$ cat src/rtl/fbm_value_noise_2d_assert.svh
// Assertion macros for the fractal value noise RTL (used by the result buffer).
`ifndef FBM_VALUE_NOISE_2D_ASSERT_SVH
`define FBM_VALUE_NOISE_2D_ASSERT_SVH
`ifndef SYNTH
// Check a property on every clock edge outside reset.
`define FBM_ASSERT(label, prop, msg) \
   label: assert property (@(posedge clock) disable iff (reset) prop) else $error(msg);
// Check a property on every clock edge, reset included.
`define FBM_ASSERT_ALWAYS(label, prop, msg) \
   label: assert property (@(posedge clock) prop) else $error(msg);
`else
`define FBM_ASSERT(label, prop, msg)
`define FBM_ASSERT_ALWAYS(label, prop, msg)
`endif
`endif

$ cat src/rtl/fbm_pkg.sv
// Types and constants shared by the fractal value noise modules.
package fbm_pkg;
   localparam int FRAC_BITS = 24;
   localparam int OCT_LAT = 6;

   typedef logic [63:0] coord_type;
   typedef logic [23:0] frac_type;
   typedef logic [23:0] sum_type;
   typedef logic [24:0] weight_type;
   typedef logic [1:0]  csr_index_type;

   typedef struct packed {
      logic       advance;
      logic       add_en;
      logic [7:0] offset;
   } oct_ctl_type;

   localparam weight_type ONE_F = 25'h100_0000;
   localparam logic [21:0] HASH_K = 22'((64'd13 << FRAC_BITS) / 64'd100);
   localparam logic [25:0] HASH_C =
      26'((64'd3 << FRAC_BITS) + ((64'd333 << FRAC_BITS) / 64'd1000));
   localparam logic [31:0] ROT_COS = 32'd3769188402;
   localparam logic [31:0] ROT_SIN = 32'd2059117009;

   localparam csr_index_type CSR_OCTAVE_COUNT  = 2'd0;
   localparam csr_index_type CSR_OCTAVE_OFFSET = 2'd1;

   localparam logic [3:0] OCTAVE_COUNT_RESET  = 4'd5;
   localparam logic [7:0] OCTAVE_OFFSET_RESET = 8'd100;
endpackage

$ cat src/rtl/fbm_out_buf.sv
// Two-entry result buffer that decouples the pipeline from the response side.
module fbm_out_buf (
   input  logic        clock,
   input  logic        reset,
   input  logic        push,
   input  logic [15:0] push_data,
   output logic        full,
   output logic        rsp_valid,
   input  logic        rsp_ready,
   output logic [15:0] rsp_noise_value
);
   import fbm_pkg::*;

   `include "fbm_value_noise_2d_assert.svh"

   logic [1:0]  count_ff, count_in;
   logic [15:0] head_ff, tail_ff;
   logic        pop;

   assign pop = (count_ff != 2'd0) && rsp_ready;

   always_comb begin
      count_in = count_ff + 2'(push) - 2'(pop);
   end

   always_ff @(posedge clock) begin
      if (reset) begin
         count_ff <= 2'd0;
      end else begin
         count_ff <= count_in;
      end
   end

   always_ff @(posedge clock) begin
      if (pop && (count_ff == 2'd2)) begin
         head_ff <= tail_ff;
      end
      if (push) begin
         if ((count_ff == 2'd0) || ((count_ff == 2'd1) && pop)) begin
            head_ff <= push_data;
         end else begin
            tail_ff <= push_data;
         end
      end
   end

   assign full            = (count_ff == 2'd2);
   assign rsp_valid       = (count_ff != 2'd0);
   assign rsp_noise_value = head_ff;

   `FBM_ASSERT(a_count_range, count_ff != 2'd3, "result buffer count out of range")
   `FBM_ASSERT_ALWAYS(a_reset_empty, reset |=> !rsp_valid, "result offered right after reset")
   `FBM_ASSERT(a_no_push_full, full |-> !push, "request pushed into full result buffer")
   `FBM_ASSERT(a_pop_frees, pop |=> count_ff != 2'd2, "result buffer full right after a pop")
endmodule

$ cat config.mk
export PLATFORM = sky130hd
export DESIGN_NAME = fbm_out_buf
export DESIGN_NICKNAME = d
export VERILOG_FILES = /design/src/rtl/fbm_pkg.sv /design/src/rtl/fbm_out_buf.sv
export VERILOG_INCLUDE_DIRS = /design/src /design/src/rtl
export SDC_FILE = /design/constraint.sdc
export NUM_CORES = 1
export LEC_CHECK = 0
export BUFFER_PORTS_ARGS = -buffer_cell sky130_fd_sc_hd__buf_2
export CAP_MARGIN = 25
export CORE_MARGIN = 1
export CORE_UTILIZATION = 54
export DETAILED_ROUTE_END_ITERATION = 7
export HOLD_SLACK_MARGIN = 0.15
export PLACE_DENSITY = 0.78
export SETUP_SLACK_MARGIN = 0.3
export SYNTH_ARGS = -nofsm -noshare
export SYNTH_HDL_FRONTEND = slang
export SYNTH_SLANG_ARGS = --single-unit
$ cat constraint.sdc
create_clock -name clock -period 4.4 [get_ports clock]
set_clock_uncertainty 0.15 [all_clocks]
set_input_delay 0.44 -clock clock [delete_from_list [all_inputs] [get_ports clock]]
set_output_delay 0.44 -clock clock [all_outputs]
set_load 0.005 [all_outputs]
== Word-level counts from Yosys, hierarchy flattened ==
Cells that the tools add are included.
Cells by class
  add/sub/neg operators: 2
  eq/ne operators: 2
  muxes and demuxes: 3
  bitwise gates (word level): 1
  reduce and logical (&&, ||, !) cells: 7
Operators by type and width (number)
  $mux 16: 3
  $logic_and 1x1->1: 3
  $add 2x1->2: 1
  $eq 2x1->1 const B: 1
  $eq 2x2->1 const B: 1
  $logic_not 2->1: 1
  $reduce_and 2->1: 1
  $reduce_bool 2->1: 1
  $sub 2x1->2: 1
  $logic_or 1x1->1: 1
  $not 1->1: 1
Word-level totals
  register bits: 34
  bits of input ports: 20
  output and inout bits: 18
  logic and storage cells: 18

== Depth between registers and ports, before layout ==
  depth after elaboration: 6
  gate-level depth with buffers: 8

== Least setup slack after synthesis ==
No wires, ideal clock.
  path type: in2reg
  start point: input port rsp_ready
  end point: register tail_ff[0], enable pin
  setup time: 0.414 ns
  data arrival time: 1.935 ns
  slack: 1.901 ns
  stages: 2
  path buffers: 0
  cell sequence: or2b_1 > a21boi_0
Between the ends
  word-level cells in the longest chain between the ends: 5
RTL lines
  start, declared: RTL line fbm_out_buf.sv:9  | input logic rsp_ready,
  $logic_and 1x1->1: RTL line fbm_out_buf.sv:20  | assign pop = (count_ff != 2'd0) && rsp_ready;
  $logic_and 1x1->1: RTL line fbm_out_buf.sv:39  | if ((count_ff == 2'd0) || ((count_ff == 2'd1) && pop)) begin
  $logic_or 1x1->1: RTL line fbm_out_buf.sv:39
  $not 1->1 (no source line)
  $reduce_and 2->1 (no source line)
  end signal, assigned: RTL line fbm_out_buf.sv:42  | tail_ff <= push_data;
  end, declared: RTL line fbm_out_buf.sv:17  | logic [15:0] head_ff, tail_ff;
No other way between the ends.
A chain may end at the register's enable or synchronous reset.

== Worst setup path in the final report ==
  start point: register count_ff[1]
  end point: register head_ff[11] (netlist: rsp_noise_value[11])
Between the ends
  word-level cells in the longest chain between the ends: 6
  elaborated cells on any way between the ends: 11
RTL lines
  start, declared: RTL line fbm_out_buf.sv:16  | logic [1:0] count_ff, count_in;
  start signal, assigned: RTL line fbm_out_buf.sv:30  | count_ff <= count_in;
  $reduce_bool 2->1: RTL line fbm_out_buf.sv:20
  $logic_and 1x1->1: RTL line fbm_out_buf.sv:20
  $logic_and 1x1->1, on equally long branches: RTL line fbm_out_buf.sv:35, fbm_out_buf.sv:39
  $mux 16 or $logic_or 1x1->1 (tied branches): RTL line fbm_out_buf.sv:35, fbm_out_buf.sv:39
  $mux 16: RTL line fbm_out_buf.sv:39
  $mux 16 (*): RTL line fbm_out_buf.sv:38  | if (push) begin
  end signal, assigned: RTL line fbm_out_buf.sv:36  | head_ff <= tail_ff;
  end signal, assigned: RTL line fbm_out_buf.sv:40  | head_ff <= push_data;
  end, declared: RTL line fbm_out_buf.sv:17
Every way passes the cells marked *; elsewhere a longest branch is shown, timed or not.

==> metrics.yaml <==
maxCapViolations: 0
path_max_fanout: 10
hold_viol_final: 0
layout_commonest_cell: "buf_2"
ios: 38
drt_iter0_drc: 10
postCtsSetupBuffers: 0
htreeDepth: 2
power_uw: 674
slowest_stage: "dfxtp_1"
avgViaCountPerCell: 4.96
peakVddDrop_uv: 255
setup_viol: 0
cts.path.max_buffers: 2
start_util_pct: 59.7
layoutNonFillerInstCount: 171
place_area_mm2: 0.00157
crit_arrival_ns: 1.99
die_w_um: 52.6
clkTransAtPathRegs_ns: 0.09
path_common_cell: "mux2_4"
required_ns: 4.47
synth_area_per_cell_um2: 16.7
holdCritStartpoint: "push"
hold_depth: 3
ys_ff_latch: 34
first_pass_iters: 4
gr-total-overflow: 0
netlist_area_mm2: 0.00139
area_growth_pct: 30.4
rsz0062_at_grt: "false"
power_density_mw_per_mm2: 373
gp_congestion: 0.631
max_clock_freq_mhz: 519
combinationalPowerShare_pct: 20.6
final_cell_mix: "buf_2, mux2_2, dfxtp_1"
run_status: "finished clean"
layout-drive-gt1-share_pct: 55.9
finish.instance_area_mm2: 0.00181
synthCells: 83
critical_path.cell_chain: "nand3b_1 -> buf_8 -> mux2_4 -> mux2_4"
fp-row-count: 17
insertion_delay_ns: 0.32
period_minus_slack_ns: 1.93
ff2ff_path_depth: 4
n_antenna_cell: 0
min_delay_worst_endpoint: "count_ff[0]"
antenna_left: 0
final_nets: 163
switching_share_pct: 22.9
criticalPathCategory: "reg -> reg"
leakage_uw: 0.000802
dieHeight_um: 52.6
post-place-cells: 145
endpoint_kind: "flop"
grt_first_pass_wirelength_um: 3570
wirelength_um: 2240
reg2reg_to: "rsp_noise_value[11]"
p_int_uw: 520
antenna_found_initial: 0
worst_pin_slew_ns: 0.871
tns_ns: 0
grt_use_total_pct: 19.0
syn-num-nets: 104
final_max_slew_viol_count: 0
grt_max_degree: 20
drc: 0
grt_pass1_vias: 846
pwr-share-seq_pct: 56.5
coreArea_mm2: 0.00232
period_share_pct: 43.8
die-area_mm2: 0.00277
dp_hpwl_um: 1430
num_vias: 849
r2r-start: "count_ff[1]"
hold_path.class: "in -> reg"
net-switching-power_uw: 155
cts_tree: "done"
numCtsBuffers: 5
portBuffers: 37
critPathLaunchType: "flop"
wl_per_cell_um: 13.1
p_clk_share_pct: 22.8
slew_headroom_pct: 41.6
cts_sinks: 34
seq_area_frac_synth_pct: 60.7
synth_cell_types: 20
r2r_slack_ns: 2.47
ys_warn_count: 0
critPathMaxStageDelay_ns: 0.40
clock-root-buffer: "clkbuf_4"
[state kept, by name, indices dropped and copies added, names as in the netlist]
name,flops
count_ff,2
rsp_noise_value,16
tail_ff,16
[power groups by stage]
stage                     logic [µW]  registers [µW]  clock network [µW]
after floorplan                 79.9             390                   0
after global placement           123             387                   0
after CTS                        139             381                 161
after global routing             153             385                 170
final                            139             381                 154
after detailed placement         128             388                   0
[cell families after synthesis]
kind of cell	Yosys count	synth area share [%]
AO/OA/AOI/OAI	3	1.54
adder cells (fa/ha/maj)	1	0.903
buffers and inverters	4	3.07
flip-flops	34	60.7
multiplexers	32	29.8
AND/OR/NAND/NOR	9	3.98
[cells in the mapped netlist]
master,n,area (µm²)
nor2b_1,1,6.26
or2_2,1,6.26
buf_4,1,7.51
dfxtp_1,18,360
mux2_2,18,203
buf_12,1,20.0
edfxtp_1,16,480
a21boi_0,1,7.51
a21oi_1,1,5.00
a31o_2,1,8.76
ha_1,1,12.5
or2b_1,1,7.51
nand3b_1,1,7.51
buf_6,1,11.3
inv_1,1,3.75
nand2_1,1,3.75
nand2b_1,1,6.26
nor2_1,2,7.51
mux2_4,14,210
nand3_2,1,10.0
[worst max path at each step]
stage	from	to	slack [ns]	cells after the start
global route	count_ff[1]	count_ff[1]	2.35	6
floorplan	rsp_ready	tail_ff[0]	1.90	2
global placement	rsp_ready	rsp_noise_value[13]	2.11	4
finish	count_ff[1]	rsp_noise_value[11]	2.47	4
detailed placement	rsp_ready	count_ff[1]	2.02	7
CTS	count_ff[1]	rsp_noise_value[2]	2.16	3
[worst max-delay path: cells and delay by family (launching register included)]
kind | cells | cell delay (ns)
buffers and inverters | 1 | 0.31
AND/OR/NAND/NOR | 1 | 0.40
flip-flops | 1 | 0.40
multiplexers | 2 | 0.56
[metrics by stage]
stage	utilization, %	hold slack [ns]	worst slack [ns]
global route	77.9	0.347	2.35
floorplan	-	0.362	1.90
CTS	76.8	0.158	2.16
global placement	67.7	0.398	2.11
finish	77.9	0.336	2.47
detailed placement	67.7	0.409	2.02
[repair_timing]
action                    CTS  global route
resized for setup           0             0
hold buffers               16             1
hold endpoints to repair   16             1
[metal layers]
| layer | track usage [%] | share of wire, % | up-vias | wire length [µm] |
|---|---|---|---|---|
| met1 | 19.6 | 42 | 393 | 945 |
| met5 | 0 | 0 | - | 0 |
| li1 | - | - | 423 | - |
| met4 | 10.5 | 1.7 | 0 | 38 |
| met3 | 6.38 | 4.2 | 7 | 95 |
| met2 | 33.3 | 52 | 26 | 1160 |
[layout make-up]
| cell class | count | area (µm²) |
|---|---|---|
| sequential | 34 | 841 |
| fill | 134 | 513 |
| multi-input combinational | 45 | 505 |
| timing repair buffer | 55 | 370 |
| clock buffer | 6 | 41.3 |
| tap | 28 | 35.0 |
| clock inverter | 2 | 8.76 |
| inverter | 1 | 3.75 |
(Power assumes the default switching activity.)
